File: src/hw/rtl/cbi_pkg.sv
// Package for the checkerboard site index to coordinates block.
// Holds the widths, the divider geometry and the types shared by cbi_cfg, cbi_div
// and the top level. No dependencies.
package cbi_pkg;

  localparam int DIMS             = 4;
  localparam int MAX_LOCAL_EXTENT = 32;
  localparam int MAX_GRID_EXTENT  = 16;

  localparam int LE_W    = 6;   // local extent register width
  localparam int GE_W    = 5;   // grid extent register width
  localparam int RANK_W  = 16;
  localparam int IDX_W   = 20;
  localparam int COORD_W = 9;
  localparam int CFG_IDX_W = 3;
  localparam int CFG_DAT_W = 6;

  localparam int MC_W    = 4;   // node coordinate, below MAX_GRID_EXTENT
  localparam int LC_W    = 5;   // local coordinate, below MAX_LOCAL_EXTENT
  localparam int SITES_W = 21;  // up to MAX_LOCAL_EXTENT**4
  localparam int P2_W    = 11;  // product of two local extents

  // Divider: restoring, DIV_STEPS quotient bits per register stage.
  localparam int DIV_STG   = 3;
  localparam int DIV_STEPS = 7;
  localparam int DIV_QW    = DIV_STG * DIV_STEPS;
  localparam int DIV_DW    = 6;

  // Register indexes of the configuration port.
  localparam logic [CFG_IDX_W-1:0] REG_LOCAL_X = 3'd0;
  localparam logic [CFG_IDX_W-1:0] REG_LOCAL_Y = 3'd1;
  localparam logic [CFG_IDX_W-1:0] REG_LOCAL_Z = 3'd2;
  localparam logic [CFG_IDX_W-1:0] REG_LOCAL_T = 3'd3;
  localparam logic [CFG_IDX_W-1:0] REG_GRID_X  = 3'd4;
  localparam logic [CFG_IDX_W-1:0] REG_GRID_Y  = 3'd5;
  localparam logic [CFG_IDX_W-1:0] REG_GRID_Z  = 3'd6;
  localparam logic [CFG_IDX_W-1:0] REG_GRID_T  = 3'd7;

  typedef struct packed {
    logic [IDX_W-1:0]           idx;
    logic [DIMS-1:0][MC_W-1:0]  mc;   // node grid coordinates
    logic [DIMS-1:0][LC_W-1:0]  lc;   // local coordinates
    logic                       xeo;  // odd half selected
    logic                       bad;
  } item_t;

  typedef struct packed {
    logic [DIMS-1:0][LE_W-1:0]  le;   // clamped local extents
    logic [DIMS-1:0][GE_W-1:0]  ge;   // clamped grid extents
    logic [SITES_W-1:0]         sites;
  } cfg_t;

endpackage

File: src/hw/rtl/checkerboard_index_to_coords.sv
// Top level: node rank and checkerboard site index to global 4D coordinates.
// Depends on cbi_pkg, cbi_cfg and cbi_div.
//
// Takes one beat per clock unless the result side stalls, and returns one result
// beat per input beat, in order. The pipe is eight chained dividers of three
// stages each (four to split the rank over the node grid, four to split the
// site position over the local block), one stage for the even/odd half select,
// one for the node origin products and the output register. A result-side stall
// freezes the whole pipe; nothing is dropped. The sites product is registered in cbi_cfg.
module checkerboard_index_to_coords (
  input  logic                              clk,
  input  logic                              rst_n,
  input  logic                              cfg_wr_en,
  input  logic [cbi_pkg::CFG_IDX_W-1:0]     cfg_index,
  input  logic [cbi_pkg::CFG_DAT_W-1:0]     cfg_data,
  input  logic                              in_valid,
  output logic                              in_ready,
  input  logic [cbi_pkg::RANK_W-1:0]        in_node_rank,
  input  logic [cbi_pkg::IDX_W-1:0]         in_site_index,
  output logic                              out_valid,
  input  logic                              out_ready,
  output logic [cbi_pkg::COORD_W-1:0]       out_coord_x,
  output logic [cbi_pkg::COORD_W-1:0]       out_coord_y,
  output logic [cbi_pkg::COORD_W-1:0]       out_coord_z,
  output logic [cbi_pkg::COORD_W-1:0]       out_coord_t,
  output logic                              out_index_bad
);
  import cbi_pkg::*;

  localparam int NDIV = 2 * DIMS;

  cfg_t cfg;
  logic en;

  logic              dv_in_v   [NDIV];
  logic [DIV_QW-1:0] dv_in_num [NDIV];
  logic [DIV_DW-1:0] dv_in_den [NDIV];
  item_t             dv_in_it  [NDIV];
  logic              dv_out_v  [NDIV];
  logic [DIV_QW-1:0] dv_out_quo[NDIV];
  logic [DIV_DW-1:0] dv_out_rem[NDIV];
  item_t             dv_out_it [NDIV];

  // half select stage
  logic              tl_v_r;
  logic [DIV_QW-1:0] tl_ir_r;
  item_t             tl_it_r;
  logic [DIV_QW-1:0] tl_ir_nxt;
  item_t             tl_it_nxt;

  // origin stage
  logic                         og_v_r;
  logic [DIMS-1:0][COORD_W-1:0] og_org_r;
  logic [DIMS-1:0][LC_W-1:0]    og_lc_r;
  logic                         og_xeo_r, og_bad_r;
  logic [DIMS-1:0][COORD_W-1:0] og_org_nxt;
  item_t                        last_it;

  logic                         out_valid_r;
  logic [DIMS-1:0][COORD_W-1:0] coord_r, coord_nxt;
  logic                         bad_r;

  assign en       = !out_valid_r || out_ready;
  assign in_ready = en;

  cbi_cfg u_cfg (
    .clk       (clk),
    .rst_n     (rst_n),
    .cfg_wr_en (cfg_wr_en),
    .cfg_index (cfg_index),
    .cfg_data  (cfg_data),
    .cfg       (cfg)
  );

  always_comb begin
    item_t it0;
    it0     = '0;
    it0.idx = in_site_index;
    for (int j = 0; j < NDIV; j++) begin
      if (j == 0) begin
        dv_in_v[j]   = in_valid && en;
        dv_in_num[j] = DIV_QW'(in_node_rank);
        dv_in_it[j]  = it0;
      end else if (j == DIMS) begin
        dv_in_v[j]   = tl_v_r;
        dv_in_num[j] = tl_ir_r;
        dv_in_it[j]  = tl_it_r;
      end else begin
        dv_in_v[j]   = dv_out_v[j-1];
        dv_in_num[j] = dv_out_quo[j-1];
        dv_in_it[j]  = dv_out_it[j-1];
        if (j < DIMS)
          dv_in_it[j].mc[j-1] = dv_out_rem[j-1][MC_W-1:0];
        else
          dv_in_it[j].lc[j-1-DIMS] = dv_out_rem[j-1][LC_W-1:0];
      end
      if (j < DIMS)
        dv_in_den[j] = DIV_DW'(cfg.ge[j]);
      else
        dv_in_den[j] = DIV_DW'(cfg.le[j-DIMS]);
    end
  end

  for (genvar j = 0; j < NDIV; j++) begin : g_div
    cbi_div u_div (
      .clk      (clk),
      .rst_n    (rst_n),
      .en       (en),
      .in_v     (dv_in_v[j]),
      .in_num   (dv_in_num[j]),
      .in_den   (dv_in_den[j]),
      .in_item  (dv_in_it[j]),
      .out_v    (dv_out_v[j]),
      .out_quo  (dv_out_quo[j]),
      .out_rem  (dv_out_rem[j]),
      .out_item (dv_out_it[j])
    );
  end

  // node parity picks how many even sites this node holds
  always_comb begin
    logic                 meo;
    logic [SITES_W:0]     neven_full;
    logic [SITES_W-1:0]   neven, idx_w, diff;
    tl_it_nxt = dv_out_it[DIMS-1];
    tl_it_nxt.mc[DIMS-1] = dv_out_rem[DIMS-1][MC_W-1:0];
    meo = 1'b0;
    for (int d = 0; d < DIMS; d++)
      meo = meo ^ tl_it_nxt.mc[d][0];
    neven_full = {1'b0, cfg.sites} + (SITES_W+1)'(1) - (SITES_W+1)'(meo);
    neven      = neven_full[SITES_W:1];
    idx_w      = SITES_W'(tl_it_nxt.idx);
    diff       = idx_w - neven;
    tl_it_nxt.bad = (idx_w >= cfg.sites);
    tl_it_nxt.xeo = !(idx_w < neven);
    if (tl_it_nxt.xeo)
      tl_ir_nxt = {diff[DIV_QW-2:0], 1'b0};
    else
      tl_ir_nxt = {idx_w[DIV_QW-2:0], 1'b0};
  end

  always_ff @(posedge clk) begin
    if (!rst_n) begin
      tl_v_r <= 1'b0;
    end else if (en) begin
      tl_v_r <= dv_out_v[DIMS-1];
    end
  end

  always_ff @(posedge clk) begin
    if (en) begin
      tl_ir_r <= tl_ir_nxt;
      tl_it_r <= tl_it_nxt;
    end
  end

  always_comb begin
    logic [MC_W+LE_W-1:0] prod;
    last_it = dv_out_it[NDIV-1];
    last_it.lc[DIMS-1] = dv_out_rem[NDIV-1][LC_W-1:0];
    for (int d = 0; d < DIMS; d++) begin
      prod          = last_it.mc[d] * cfg.le[d];
      og_org_nxt[d] = prod[COORD_W-1:0];
    end
  end

  always_ff @(posedge clk) begin
    if (!rst_n) begin
      og_v_r <= 1'b0;
    end else if (en) begin
      og_v_r <= dv_out_v[NDIV-1];
    end
  end

  always_ff @(posedge clk) begin
    if (en) begin
      og_org_r <= og_org_nxt;
      og_lc_r  <= last_it.lc;
      og_xeo_r <= last_it.xeo;
      og_bad_r <= last_it.bad;
    end
  end

  // parity fix: bump local x, carry into y, z, t inside the block; t keeps its overflow
  always_comb begin
    logic [COORD_W-1:0] c;
    logic               par, carry;
    logic [LE_W-1:0]    n;
    par = 1'b0;
    for (int d = 0; d < DIMS; d++) begin
      c   = og_org_r[d] + COORD_W'(og_lc_r[d]);
      par = par ^ c[0];
    end
    carry = (par != og_xeo_r);
    for (int d = 0; d < DIMS; d++) begin
      n = LE_W'(og_lc_r[d]) + LE_W'(carry);
      if (d < DIMS-1 && carry && n == cfg.le[d]) begin
        n     = '0;
        carry = 1'b1;
      end else begin
        carry = 1'b0;
      end
      coord_nxt[d] = og_bad_r ? '0 : og_org_r[d] + COORD_W'(n);
    end
  end

  always_ff @(posedge clk) begin
    if (!rst_n) begin
      out_valid_r <= 1'b0;
    end else if (en) begin
      out_valid_r <= og_v_r;
    end
  end

  always_ff @(posedge clk) begin
    if (en) begin
      coord_r <= coord_nxt;
      bad_r   <= og_bad_r;
    end
  end

  assign out_valid     = out_valid_r;
  assign out_coord_x   = coord_r[0];
  assign out_coord_y   = coord_r[1];
  assign out_coord_z   = coord_r[2];
  assign out_coord_t   = coord_r[3];
  assign out_index_bad = bad_r;

`ifndef NO_ASSERTIONS
  a_bad_zero: assert property (@(posedge clk) disable iff (!rst_n)
    out_valid && out_index_bad |->
      (out_coord_x == '0 && out_coord_y == '0 && out_coord_z == '0 && out_coord_t == '0))
    else $error("bad index beat carries nonzero coordinates");

  a_tail_hold: assert property (@(posedge clk) disable iff (!rst_n)
    tl_v_r && !en |=> tl_v_r && $stable(tl_ir_r))
    else $error("half select stage lost its item during a stall");

  a_origin_hold: assert property (@(posedge clk) disable iff (!rst_n)
    og_v_r && !en |=> og_v_r && $stable(og_org_r))
    else $error("origin stage changed during a stall");
`endif

endmodule

File: src/hw/rtl/cbi_cfg.sv
// Configuration registers with extent clamping and the sites-per-node product.
// Depends on cbi_pkg.
module cbi_cfg (
  input  logic                           clk,
  input  logic                           rst_n,
  input  logic                           cfg_wr_en,
  input  logic [cbi_pkg::CFG_IDX_W-1:0]  cfg_index,
  input  logic [cbi_pkg::CFG_DAT_W-1:0]  cfg_data,
  output cbi_pkg::cfg_t                  cfg
);
  import cbi_pkg::*;

  logic [DIMS-1:0][LE_W-1:0] le_r;
  logic [DIMS-1:0][GE_W-1:0] ge_r;
  logic [P2_W-1:0]           p01_r, p23_r;
  logic [SITES_W-1:0]        sites_r;
  logic [2*LE_W-1:0]         p01_full, p23_full;
  logic [2*P2_W-1:0]         sites_full;

  always_ff @(posedge clk) begin
    if (!rst_n) begin
      for (int d = 0; d < DIMS; d++) begin
        le_r[d] <= LE_W'(4);
        ge_r[d] <= GE_W'(1);
      end
    end else if (cfg_wr_en) begin
      if (cfg_index <= REG_LOCAL_T) begin
        le_r[cfg_index[1:0]] <= cfg_data[LE_W-1:0];
      end else if (cfg_index >= REG_GRID_X) begin
        ge_r[cfg_index[1:0]] <= cfg_data[GE_W-1:0];
      end
    end
  end

  always_comb begin
    for (int d = 0; d < DIMS; d++) begin
      if (le_r[d] == '0)
        cfg.le[d] = LE_W'(1);
      else if (le_r[d] > LE_W'(MAX_LOCAL_EXTENT))
        cfg.le[d] = LE_W'(MAX_LOCAL_EXTENT);
      else
        cfg.le[d] = le_r[d];
      if (ge_r[d] == '0)
        cfg.ge[d] = GE_W'(1);
      else if (ge_r[d] > GE_W'(MAX_GRID_EXTENT))
        cfg.ge[d] = GE_W'(MAX_GRID_EXTENT);
      else
        cfg.ge[d] = ge_r[d];
    end
    cfg.sites = sites_r;
  end

  assign p01_full   = cfg.le[0] * cfg.le[1];
  assign p23_full   = cfg.le[2] * cfg.le[3];
  assign sites_full = p01_r * p23_r;

  // p01/p23 feed sites_r after a write; first use is well down the pipe
  always_ff @(posedge clk) begin
    p01_r   <= p01_full[P2_W-1:0];
    p23_r   <= p23_full[P2_W-1:0];
    sites_r <= sites_full[SITES_W-1:0];
  end

endmodule

File: src/hw/rtl/cbi_div.sv
// Pipelined restoring divider, DIV_STEPS quotient bits per stage, item carried alongside.
// Depends on cbi_pkg.
module cbi_div (
  input  logic                         clk,
  input  logic                         rst_n,
  input  logic                         en,
  input  logic                         in_v,
  input  logic [cbi_pkg::DIV_QW-1:0]   in_num,
  input  logic [cbi_pkg::DIV_DW-1:0]   in_den,
  input  cbi_pkg::item_t               in_item,
  output logic                         out_v,
  output logic [cbi_pkg::DIV_QW-1:0]   out_quo,
  output logic [cbi_pkg::DIV_DW-1:0]   out_rem,
  output cbi_pkg::item_t               out_item
);
  import cbi_pkg::*;

  logic              v_r  [DIV_STG];
  logic [DIV_QW-1:0] q_r  [DIV_STG];
  logic [DIV_DW-1:0] a_r  [DIV_STG];
  logic [DIV_DW-1:0] d_r  [DIV_STG];
  item_t             it_r [DIV_STG];

  logic              v_nxt  [DIV_STG];
  logic [DIV_QW-1:0] q_nxt  [DIV_STG];
  logic [DIV_DW-1:0] a_nxt  [DIV_STG];
  logic [DIV_DW-1:0] d_nxt  [DIV_STG];
  item_t             it_nxt [DIV_STG];

  for (genvar s = 0; s < DIV_STG; s++) begin : g_stg
    logic              src_v;
    logic [DIV_QW-1:0] src_q;
    logic [DIV_DW-1:0] src_a, src_d;
    item_t             src_it;

    if (s == 0) begin : g_first
      assign src_v  = in_v;
      assign src_q  = in_num;
      assign src_a  = '0;
      assign src_d  = in_den;
      assign src_it = in_item;
    end else begin : g_next
      assign src_v  = v_r[s-1];
      assign src_q  = q_r[s-1];
      assign src_a  = a_r[s-1];
      assign src_d  = d_r[s-1];
      assign src_it = it_r[s-1];
    end

    always_comb begin
      logic [DIV_QW-1:0] q;
      logic [DIV_DW-1:0] a;
      logic [DIV_DW:0]   t;
      v_nxt[s]  = src_v;
      d_nxt[s]  = src_d;
      it_nxt[s] = src_it;
      q = src_q;
      a = src_a;
      for (int k = 0; k < DIV_STEPS; k++) begin
        t = {a, q[DIV_QW-1]};
        q = {q[DIV_QW-2:0], 1'b0};
        if (t >= {1'b0, src_d}) begin
          t    = t - {1'b0, src_d};
          q[0] = 1'b1;
        end
        a = t[DIV_DW-1:0];
      end
      q_nxt[s] = q;
      a_nxt[s] = a;
    end

    always_ff @(posedge clk) begin
      if (!rst_n) begin
        v_r[s] <= 1'b0;
      end else if (en) begin
        v_r[s] <= v_nxt[s];
      end
    end

    always_ff @(posedge clk) begin
      if (en) begin
        q_r[s]  <= q_nxt[s];
        a_r[s]  <= a_nxt[s];
        d_r[s]  <= d_nxt[s];
        it_r[s] <= it_nxt[s];
      end
    end
  end

  assign out_v    = v_r[DIV_STG-1];
  assign out_quo  = q_r[DIV_STG-1];
  assign out_rem  = a_r[DIV_STG-1];
  assign out_item = it_r[DIV_STG-1];

endmodule
File: config.mk
export PLATFORM = sky130hd
export DESIGN_NAME = checkerboard_index_to_coords
export DESIGN_NICKNAME = d
export VERILOG_FILES = /design/src/hw/rtl/cbi_pkg.sv /design/src/hw/rtl/checkerboard_index_to_coords.sv /design/src/hw/rtl/cbi_cfg.sv /design/src/hw/rtl/cbi_div.sv
export SDC_FILE = /design/constraint.sdc
export NUM_CORES = 2
export LEC_CHECK = 0
export ABC_AREA = 1
export BUFFER_PORTS_ARGS = -buffer_cell sky130_fd_sc_hd__buf_2
export CORE_MARGIN = 5
export CORE_UTILIZATION = 40
export DETAILED_ROUTE_END_ITERATION = 10
export MAX_ROUTING_LAYER = met4
export PLACE_DENSITY = 0.65
export SYNTH_ARGS = -nofsm -noshare
export SYNTH_HDL_FRONTEND = slang
export SYNTH_HIERARCHICAL = 1
export SYNTH_SLANG_ARGS = --single-unit
File: constraint.sdc
create_clock -name clk -period 175.7 [get_ports clk]
set_input_delay 35.14 -clock clk [delete_from_list [all_inputs] [get_ports clk]]
set_output_delay 35.14 -clock clk [all_outputs]
set_load 0.05 [all_outputs]
==> metrics.md <==
| Metric | Value |
|---|---|
| WP data arrival | 36.42 ns |
| Pin count of the biggest net entering global routing | 98 |
| Post-Syn Area | 115300 sq um |
| Routed wire length | 242800 um |
| Final period util | 40.73% |
| Crit path largest cell delay | 0.42 ns |
| Hold slack | 0.3914 ns |
| Share of cells above drive strength 1 | 7.915% |
| Most Crowded Layer GR | met2 |
| Hold-fix buffers at CTS | 0 |
| Router iterations before antenna repair | 5 |
| Slew HR | 23.92% |
| Top cell by count, worst path | buf_2 |
| Status | completed |
| First-pass GRT wire length | 404600 um |
| DRT iter0 DRCs | 5111 |
| Syn_area_per_cell | 8.918 sq um |
| Wire per inst | 14.22 um |
| Met1 GRT Util | 21.13% |
| Maxcap violations | 0 |
| Post-route ant nets | 0 |
| Starting Density | 40.10% |
| DP Wirelength | 185600 um |
| Core area | 287700 sq um |
| Synthesis-to-layout area growth | 9.100% |
| IO Port Bufs | 88 |
| Crit end category | output pin |
| Met3 usage | 1.837% |
| Vias/cell | 4.906 |
| Reg2Reg Depth | 59 |
| Maximum clock rate | 0.01397 GHz |
| H-tree depth | 4 |
| Clock Tree Root | clkbuf_16 |
| Mapped Cells | 12930 |
| Crit-path slowest cell | nor2_1 |
| CTS Buf Count | 179 |
| Fin. Hold Viols | 0 |
| CTS tree | done |
| Via count | 83770 |
| Die Y | 547.0 um |
| Max-slew violations | 0 |
| # rows | 197 |
| Largest fanout on the critical path | 74 |
| M2 GR Usage | 27.84% |
| Post-cts gate resize count | 0 |
| Worst-Margin Slew | 1.141 ns |
| Initial antenna violation count | 2 |
| Synth Warn # | 6 |
| Die footprint | 299200 sq um |
| Min-Delay Path Class | reg2reg |
| TNS Setup | 0 ns |
| Worst EP required | 140.56 ns |
| Clock transition at the registers of the reported paths | 0.06 ns |
| Setup Crit Path Kind | in2out |
| Final Setup Violations | 0 |
| DIE WIDTH | 547.0 um |
| Overall Global Routing Usage | 16.49% |
| Sink Count | 1513 |
| Clock tree buffer depth | 4 |
| Total global routing overflow | 0 |
| # IOs | 89 |
| Skew-Pair Late Insertion Delay | 0.88 ns |
| Hold depth | 0 |
| Worst setup SP type | primary input |
| Final Net Count | 14710 |
| Gp weighted congestion | 0.9188 |
| Unrepaired setup endpoints after global routing | no |
| Critical Path, Cell by Cell | buf_2 -> nor2_1 -> inv_8 -> buf_2 |
| Number of global-route vias before repair | 81050 |
| Number of remaining DRC errors | 0 |
| Final min period | 71.56 ns |
| Post-CTS repair timing setup buffer count | 0 |
| Skew final | 0.07397 ns |
-- layout by cell type (no fill, tap or decap), drive strengths merged, types with 229 or more instances in the layout --
| cell | instances |
|---|---|
| a21oi | 695 |
| edfxtp | 1415 |
| fa | 309 |
| ha | 1210 |
| inv | 2220 |
| nand2 | 3258 |
| nand3 | 1092 |
| nand4 | 229 |
| nor2 | 599 |
| o21ai | 506 |
| xnor2 | 263 |
| xor2 | 390 |
-- flip-flops by register name (all words and copies together) (netlist names), 9 cells and up --
name and count:
u_cfg/le_r 24, g_div.u_div/it_r 618, g_div.u_div/v_r 24, tl_ir_r 20, g_div.u_div/a_r 132, out_coord_y 9
u_cfg/p23_r 11, og_org_r 36, u_cfg/p01_r 11, out_coord_t 9, u_cfg/sites_r 21, g_div.u_div/q_r 420
dv_in_it 18, g_div.u_div/d_r 96, out_coord_x 9, og_lc_r 20, out_coord_z 9, u_cfg/ge_r 20
-- worst max-delay path, delay by kind of cell --
family	cells	cell delay, ns
buffers and inverters	3	0.80
and+or+nand+nor	1	0.42
-- metrics by stage --
step	setup slack (ns)	cell area [sq um]	util (%)	cells
finish	104.14	125800	43.75	17080
global route	104.06	125800	43.75	17080
CTS	104.12	125800	43.75	17070
detailed placement	104.12	120000	41.73	16740
global placement	104.13	120000	41.73	16740
floorplan	77.69	115400	-	12960
-- area by class of cell --
cell class	instances	area, sq um
antenna	3	7.507
clock inverter	128	1226
inverter	2202	8273
clock buffer	201	4562
fill	27650	161800
sequential	1513	44450
tap	3781	4731
timing repair buffer	138	815.8
multi-input combinational	9110	61770
-- layer usage --
layer	wire, um	part of all wire, %	vias to the layer above
li1	-	-	43550
met1	112200	46	38610
met2	115400	48	1244
met3	9028	3.7	366
met4	6261	2.6	0
met5	0	0	-
-- path summary, 6_finish.rpt --
check,start,end,slack [ns]
setup / recovery,out_ready,in_ready,104.14
hold / removal,g_div[2].u_div/it_r[0][159]$_DFFE_PP_,g_div[3].u_div/it_r[0][43]$_DFFE_PP_,0.39
setup reg to reg,g_div[4].u_div/d_r[0][1]$_DFFE_PP_,g_div[4].u_div/a_r[0][8]$_DFFE_PP_,162.59
hold reg to reg,g_div[2].u_div/it_r[0][159]$_DFFE_PP_,g_div[3].u_div/it_r[0][43]$_DFFE_PP_,0.39
Power is left out: the tool's default activity adds up to more than one toggle a clock period on the data nets, which glitch-free logic cannot reach.
